[config.mk]
export PLATFORM = sky130hd
export DESIGN_NAME = link_receive_frame_decoder
export DESIGN_NICKNAME = d
export VERILOG_FILES = /design/src/rtl/core/lrfd_pkg.sv /design/src/rtl/core/link_receive_frame_decoder.sv
export SDC_FILE = /design/constraint.sdc
export NUM_CORES = 1
export LEC_CHECK = 0
export BUFFER_PORTS_ARGS = -buffer_cell sky130_fd_sc_hd__buf_4
export CORE_MARGIN = 1
export CORE_UTILIZATION = 50
export DETAILED_ROUTE_END_ITERATION = 12
export GPL_ROUTABILITY_DRIVEN = 0
export PLACE_DENSITY = 0.71
export SKIP_CTS_REPAIR_TIMING = 1
export SLEW_MARGIN = 20
export SYNTH_ARGS = -nofsm -noshare
export SYNTH_HDL_FRONTEND = slang
export SYNTH_SLANG_ARGS = --single-unit
[constraint.sdc]
create_clock -name i_clk -period 8.91 [get_ports i_clk]
set_clock_uncertainty 0.1 [all_clocks]
set_input_delay 0.891 -clock i_clk [delete_from_list [all_inputs] [get_ports i_clk]]
set_output_delay 0.891 -clock i_clk [all_outputs]
set_load 0.02 [all_outputs]
[src/rtl/core/lrfd_pkg.sv]
// ----------------------------------------------------------------------------
// Link receive frame decoder package
// Shared types, codes and address helpers for the link frame decoder.
// ----------------------------------------------------------------------------
package lrfd_pkg;

    localparam int ADDRESS_BITS = 32;
    localparam int CFG_INDEX_BITS = 1;
    localparam int CFG_DATA_BITS = 32;

    typedef logic [ADDRESS_BITS-1:0] t_addr;

    typedef enum logic [CFG_INDEX_BITS-1:0] {
        CFG_DMA_BASE        = 1'b0,
        CFG_INTERRUPT_COUNT = 1'b1
    } t_cfg_index;

    typedef enum logic [2:0] {
        PH_IDLE    = 3'd0,
        PH_OFF_LO  = 3'd1,
        PH_OFF_HI  = 3'd2,
        PH_STORE   = 3'd3,
        PH_REPLY   = 3'd4
    } t_phase;

    typedef enum logic [2:0] {
        EV_INTERRUPT = 3'd0,
        EV_ILLEGAL   = 3'd1,
        EV_STORE     = 3'd2,
        EV_FETCH     = 3'd3,
        EV_REPLY     = 3'd4
    } t_event_kind;

    typedef enum logic [1:0] {
        HDR_INTERRUPT = 2'b00,
        HDR_STORE     = 2'b01,
        HDR_FETCH     = 2'b10,
        HDR_IGNORED   = 2'b11
    } t_header_sel;

    function automatic t_addr addr_sum(input logic [31:0] base, input logic [15:0] offset);
        logic [63:0] sum;
        sum = 64'(base) + 64'(offset);
        return sum[ADDRESS_BITS-1:0];
    endfunction

    function automatic logic [31:0] addr_field(input t_addr addr);
        logic [63:0] wide;
        wide = 64'(addr);
        return wide[31:0];
    endfunction

endpackage

[src/rtl/core/link_receive_frame_decoder.sv]
// A result is registered on the output in the cycle after its byte transfer.
// Throughput: one byte per cycle; the input stalls only while a result waits downstream.
// Reset (synchronous, active low) returns the decoder to header search, clears
// the output valid and sets both configuration registers to zero.
// ----------------------------------------------------------------------------
// Link receive frame decoder
// Decodes interrupt, store, fetch and reply frames from a received byte stream.
// ----------------------------------------------------------------------------
module link_receive_frame_decoder (
    input  logic                                i_clk,
    input  logic                                i_rst_n,
    input  logic                                i_cfg_we,
    input  logic [lrfd_pkg::CFG_INDEX_BITS-1:0] i_cfg_index,
    input  logic [lrfd_pkg::CFG_DATA_BITS-1:0]  i_cfg_data,
    input  logic                                i_valid,
    output logic                                o_stall,
    input  logic [7:0]                          i_rx_byte,
    output logic                                o_valid,
    input  logic                                i_stall,
    output lrfd_pkg::t_event_kind               o_event_kind,
    output logic [3:0]                          o_interrupt_number,
    output logic [31:0]                         o_target_address,
    output logic [7:0]                          o_data_byte,
    output logic [4:0]                          o_fetch_length,
    output logic                                o_run_end
);
    import lrfd_pkg::*;

    logic [31:0] r_dma_base;
    logic [4:0]  r_interrupt_count;

    t_phase      r_phase, n_phase;
    logic        r_frame_fetch, n_frame_fetch;
    logic [6:0]  r_bytes_left, n_bytes_left;
    logic [7:0]  r_offset_low, n_offset_low;
    t_addr       r_addr, n_addr;

    logic        in_xfer;
    logic        ev_valid;
    t_event_kind ev_kind;
    logic [3:0]  ev_irq;
    logic [31:0] ev_addr;
    logic [7:0]  ev_data;
    logic [4:0]  ev_len;
    logic        ev_last;
    logic [6:0]  bytes_dec;
    t_addr       offset_addr;

    logic        r_valid;
    t_event_kind r_event_kind;
    logic [3:0]  r_interrupt_number;
    logic [31:0] r_target_address;
    logic [7:0]  r_data_byte;
    logic [4:0]  r_fetch_length;
    logic        r_run_end;

    assign o_stall = r_valid && i_stall;
    assign in_xfer = i_valid && !o_stall;
    assign bytes_dec = r_bytes_left - 7'd1;
    assign offset_addr = addr_sum(r_dma_base, {i_rx_byte, r_offset_low});

    always_ff @(posedge i_clk) begin
        if (!i_rst_n) begin
            r_dma_base        <= '0;
            r_interrupt_count <= '0;
        end else if (i_cfg_we) begin
            unique case (t_cfg_index'(i_cfg_index))
                CFG_DMA_BASE:        r_dma_base        <= i_cfg_data;
                CFG_INTERRUPT_COUNT: r_interrupt_count <= i_cfg_data[4:0];
                default:             r_dma_base        <= r_dma_base;
            endcase
        end
    end

    always_ff @(posedge i_clk) begin
        if (!i_rst_n) begin
            r_phase       <= PH_IDLE;
            r_frame_fetch <= 1'b0;
            r_bytes_left  <= '0;
            r_offset_low  <= '0;
            r_addr        <= '0;
        end else begin
            r_phase       <= n_phase;
            r_frame_fetch <= n_frame_fetch;
            r_bytes_left  <= n_bytes_left;
            r_offset_low  <= n_offset_low;
            r_addr        <= n_addr;
        end
    end

    always_comb begin
        n_phase       = r_phase;
        n_frame_fetch = r_frame_fetch;
        n_bytes_left  = r_bytes_left;
        n_offset_low  = r_offset_low;
        n_addr        = r_addr;
        ev_valid      = 1'b0;
        ev_kind       = EV_INTERRUPT;
        ev_irq        = '0;
        ev_addr       = '0;
        ev_data       = '0;
        ev_len        = '0;
        ev_last       = 1'b0;
        if (in_xfer) begin
            unique case (r_phase)
                PH_IDLE: begin
                    if (!i_rx_byte[7]) begin
                        n_bytes_left = i_rx_byte[6:0];
                        if (i_rx_byte[6:0] != 7'd0) begin
                            n_phase = PH_REPLY;
                        end
                    end else begin
                        case (t_header_sel'(i_rx_byte[6:5]))
                            HDR_INTERRUPT: begin
                                ev_valid = 1'b1;
                                ev_irq   = i_rx_byte[3:0];
                                ev_kind  = ({1'b0, i_rx_byte[3:0]} >= r_interrupt_count)
                                           ? EV_ILLEGAL : EV_INTERRUPT;
                            end
                            HDR_STORE, HDR_FETCH: begin
                                n_frame_fetch = i_rx_byte[6];
                                n_bytes_left  = {2'b00, i_rx_byte[4:0]};
                                n_phase       = PH_OFF_LO;
                            end
                            default: begin
                                n_phase = PH_IDLE;
                            end
                        endcase
                    end
                end
                PH_OFF_LO: begin
                    n_offset_low = i_rx_byte;
                    n_phase      = PH_OFF_HI;
                end
                PH_OFF_HI: begin
                    n_addr = offset_addr;
                    if (r_frame_fetch) begin
                        ev_valid     = 1'b1;
                        ev_kind      = EV_FETCH;
                        ev_addr      = addr_field(offset_addr);
                        ev_len       = r_bytes_left[4:0];
                        n_bytes_left = '0;
                        n_phase      = PH_IDLE;
                    end else begin
                        n_phase = (r_bytes_left != 7'd0) ? PH_STORE : PH_IDLE;
                    end
                end
                PH_STORE: begin
                    n_bytes_left = bytes_dec;
                    ev_valid     = 1'b1;
                    ev_kind      = EV_STORE;
                    ev_addr      = addr_field(r_addr);
                    ev_data      = i_rx_byte;
                    ev_last      = (bytes_dec == 7'd0);
                    n_addr       = r_addr + t_addr'(1);
                    if (bytes_dec == 7'd0) begin
                        n_phase = PH_IDLE;
                    end
                end
                PH_REPLY: begin
                    n_bytes_left = bytes_dec;
                    ev_valid     = 1'b1;
                    ev_kind      = EV_REPLY;
                    ev_data      = i_rx_byte;
                    ev_last      = (bytes_dec == 7'd0);
                    if (bytes_dec == 7'd0) begin
                        n_phase = PH_IDLE;
                    end
                end
                default: begin
                    n_phase = PH_IDLE;
                end
            endcase
        end
    end

    always_ff @(posedge i_clk) begin
        if (!i_rst_n) begin
            r_valid <= 1'b0;
        end else if (!r_valid || !i_stall) begin
            r_valid <= in_xfer && ev_valid;
        end
    end

    always_ff @(posedge i_clk) begin
        if (in_xfer && ev_valid) begin
            r_event_kind       <= ev_kind;
            r_interrupt_number <= ev_irq;
            r_target_address   <= ev_addr;
            r_data_byte        <= ev_data;
            r_fetch_length     <= ev_len;
            r_run_end          <= ev_last;
        end
    end

    assign o_valid            = r_valid;
    assign o_event_kind       = r_event_kind;
    assign o_interrupt_number = r_interrupt_number;
    assign o_target_address   = r_target_address;
    assign o_data_byte        = r_data_byte;
    assign o_fetch_length     = r_fetch_length;
    assign o_run_end          = r_run_end;

endmodule

==> impl_metrics.py <==
metrics = {
    "global_route": {
        "grt_use_total_pct": 26.9,
        "grt_pass1_wl_mm": 33.4,
        "grt_overflow": 0,
        "grt_max_degree": 78,
        "antenna_found_initial": 0,
        "grt_pass1_vias": 6340,
    },
    "finish": {
        "final_util_pct": 61.9,
        "drive_gt1_share_pct": 15.6,
        "nets": 1051,
        "area_delta_synth_final_pct": 19.2,
        "diodes": 0,
    },
    "logic_synthesis": {
        "postSynth.asyncResetShare_pct": 0,
        "yosysSeqAreaShare_pct": 44.0,
        "ys_types": 67,
        "yosysMostFrequentCell": "nand2_1",
        "ys_top_cells_by_count": "nand2_1, a21oi_1, dfxtp_1, nor2_1, o21ai_0",
        "syn_inst": 907,
        "syn_nets": 979,
        "synth_top_area_cell": "dfxtp_1",
        "synth_seq_cells": 142,
        "yosys_warnings": 0,
        "syn_avg_cell_area_um2": 8.45,
        "syn_area_um2": 7660,
        "synth_area_leaders": "dfxtp_1, edfxtp_1, nand2_1, a21oi_1, ha_1",
        "synth_top_area_share_pct": 23.2,
        "synthFlopType": "dfxtp_1",
        "synth_edf_count": 53,
    },
    "worst_hold_path": {
        "whs_path_depth": 2,
        "hp-class": "reg2reg",
    },
    "power": {
        "max-vdd-ir-drop_v": 0.000136,
        "cellPowerDensity_nw_per_um2": 185,
        "power_uw": 1690,
        "p_leak_uw": 0.00347,
    },
    "sta": {
        "fmax_ghz": 0.323,
        "final_max_slew_viol_count": 0,
        "slew-limit-headroom_pct": 28.8,
        "fin_tns_setup_ns": 0,
        "period_share_pct": 34.7,
        "setup_viol": 0,
        "rsz0062_at_grt": "no",
        "finalHoldViolCount": 0,
        "period_needed_ns": 3.09,
        "worst_pin_slew_ns": 1.07,
    },
    "critical_path": {
        "worstPathRequired_ns": 8.95,
        "crit_fanout": 8,
        "cp-end-kind": "register",
        "cp-start-kind": "input port",
        "worstPathArrival_ns": 3.13,
        "rr_worst_depth": 6,
        "crit_type": "in2reg",
    },
    "drt": {
        "vias_per_cell": 5.98,
        "drt_pass1_iterations": 5,
        "drt_iter0_drc": 696,
        "drt-total-wl_mm": 20.9,
        "drc": 0,
        "ant_nets": 0,
        "wl_per_cell_um": 17.7,
        "vias": 7034,
    },
    "floorplanning": {
        "die_h_um": 126,
        "floorplan.initialDensity_pct": 52.0,
        "die_w_um": 126,
        "core.rowCount": 44,
        "dieArea_um2": 15800,
        "pin_count": 101,
        "core_um2": 14800,
    },
    "clocking": {
        "cts.sinks": 142,
        "root_buffer": "clkbuf_16",
        "clk_latency_ns": 0.43,
        "cts_max_level": 4,
        "cts_buffers": 17,
        "cts.clk_slew.worst_paths_ns": 0.06,
        "cts_buffer_depth": 2,
        "cts_tree": "done",
    },
    "job": {
        "max_cap_violations": 0,
    },
    "placement": {
        "port_buffers": 100,
        "dp_hpwl_mm": 14.5,
    },
    "run_status": {
        "status": "completed",
    },
}
==> power by group <==
part	switching, uW	leakage [uW]	internal, uW	total (uW)
sequential	22.7	0.00122	701	724
clock	272	0.000317	487	759
combinational	129	0.00193	77.5	206
==> through the flow <==
step           setup WS, ns  instance area [um^2]  hold WS [ns]  std cells
2_1_floorplan          4.57                  7660         0.332        907
3_3_place_gp           5.50                  8490         0.345       1144
3_5_place_dp           5.44                  8490         0.350       1144
4_1_cts                5.89                  9130         0.358       1176
5_1_grt                5.64                  9140         0.392       1176
6_report               5.82                  9140         0.355       1176
==> placed cells by master, fill, tap and decap left out, drive strengths merged, types with 25 or more instances in the layout <==
cell	netlist	routed
clkbuf	39	26
o21ai	61	61
edfxtp	53	53
and3	26	26
buf	14	106
nand2	150	150
a21oi	102	102
dfxtp	89	89
ha	25	25
nor2	84	84
==> worst max-delay path, stage by stage <==
cell      delay (ns)
buf_4           0.16
ha_1            0.39
a21oi_1         0.27
o21ai_1         0.11
a221oi_2        0.77
a21oi_1         0.20
xnor2_1         0.24
o21ai_0         0.09
==> final timing paths <==
path	startpoint	to	slack, ns
setup / recovery	i_rx_byte[1]	o_target_address[18]$_SDFFCE_PN0P_	5.82
hold / removal	r_interrupt_count[3]$_SDFFE_PN0P_	r_interrupt_count[3]$_SDFFE_PN0P_	0.36
setup reg to reg	r_phase[1]$_SDFFE_PN0P_	r_addr[29]$_SDFFE_PN0P_	5.87
hold reg to reg	r_interrupt_count[3]$_SDFFE_PN0P_	r_interrupt_count[3]$_SDFFE_PN0P_	0.36
==> layout make-up <==
type                    count  area [um^2]
multi-input cells         691         4020
well taps                 184          230
clock buffers              26          553
fillers                  1347         5610
repair buffers            106          796
clock inverters             6         91.3
inverters                  21         78.8
flip-flops and latches    142         3370
==> kinds of logic (layout without fill, tap and decap cells) <==
group | Yosys count | in the layout | share of synthesized area, %
AO/OA/AOI/OAI | 257 | 257 | 20.5
XOR/XNOR | 31 | 31 | 3.54
adder cells (fa/ha/maj) | 26 | 26 | 4.34
buffers and inverters | 74 | 159 | 3.80
flip-flops | 142 | 142 | 44.0
multiplexers | 8 | 8 | 1.04
AND/OR/NAND/NOR | 369 | 369 | 22.8
==> sequential cells by signal (all words and copies together) (netlist names) <==
register / flops
o_data_byte: 8
o_event_kind: 3
o_fetch_length: 5
o_interrupt_number: 4
o_run_end: 1
o_target_address: 32
o_valid: 1
r_addr: 32
r_bytes_left: 7
r_dma_base: 32
r_frame_fetch: 1
r_interrupt_count: 5
r_offset_low: 8
r_phase: 3
==> routing by layer <==
layer | GRT usage, % | part of all wire (%) | up-vias | routed length [um]
met1 | 38.8 | 46 | 3250 | 9530
met4 | 8.43 | 1.7 | 0 | 359
met5 | 0 | 0 | - | 0
met2 | 39.2 | 44 | 339 | 9100
met3 | 7.22 | 9.0 | 35 | 1870
li1 | - | - | 3410 | -
No activity file was read; power rests on OpenSTA's default activity.
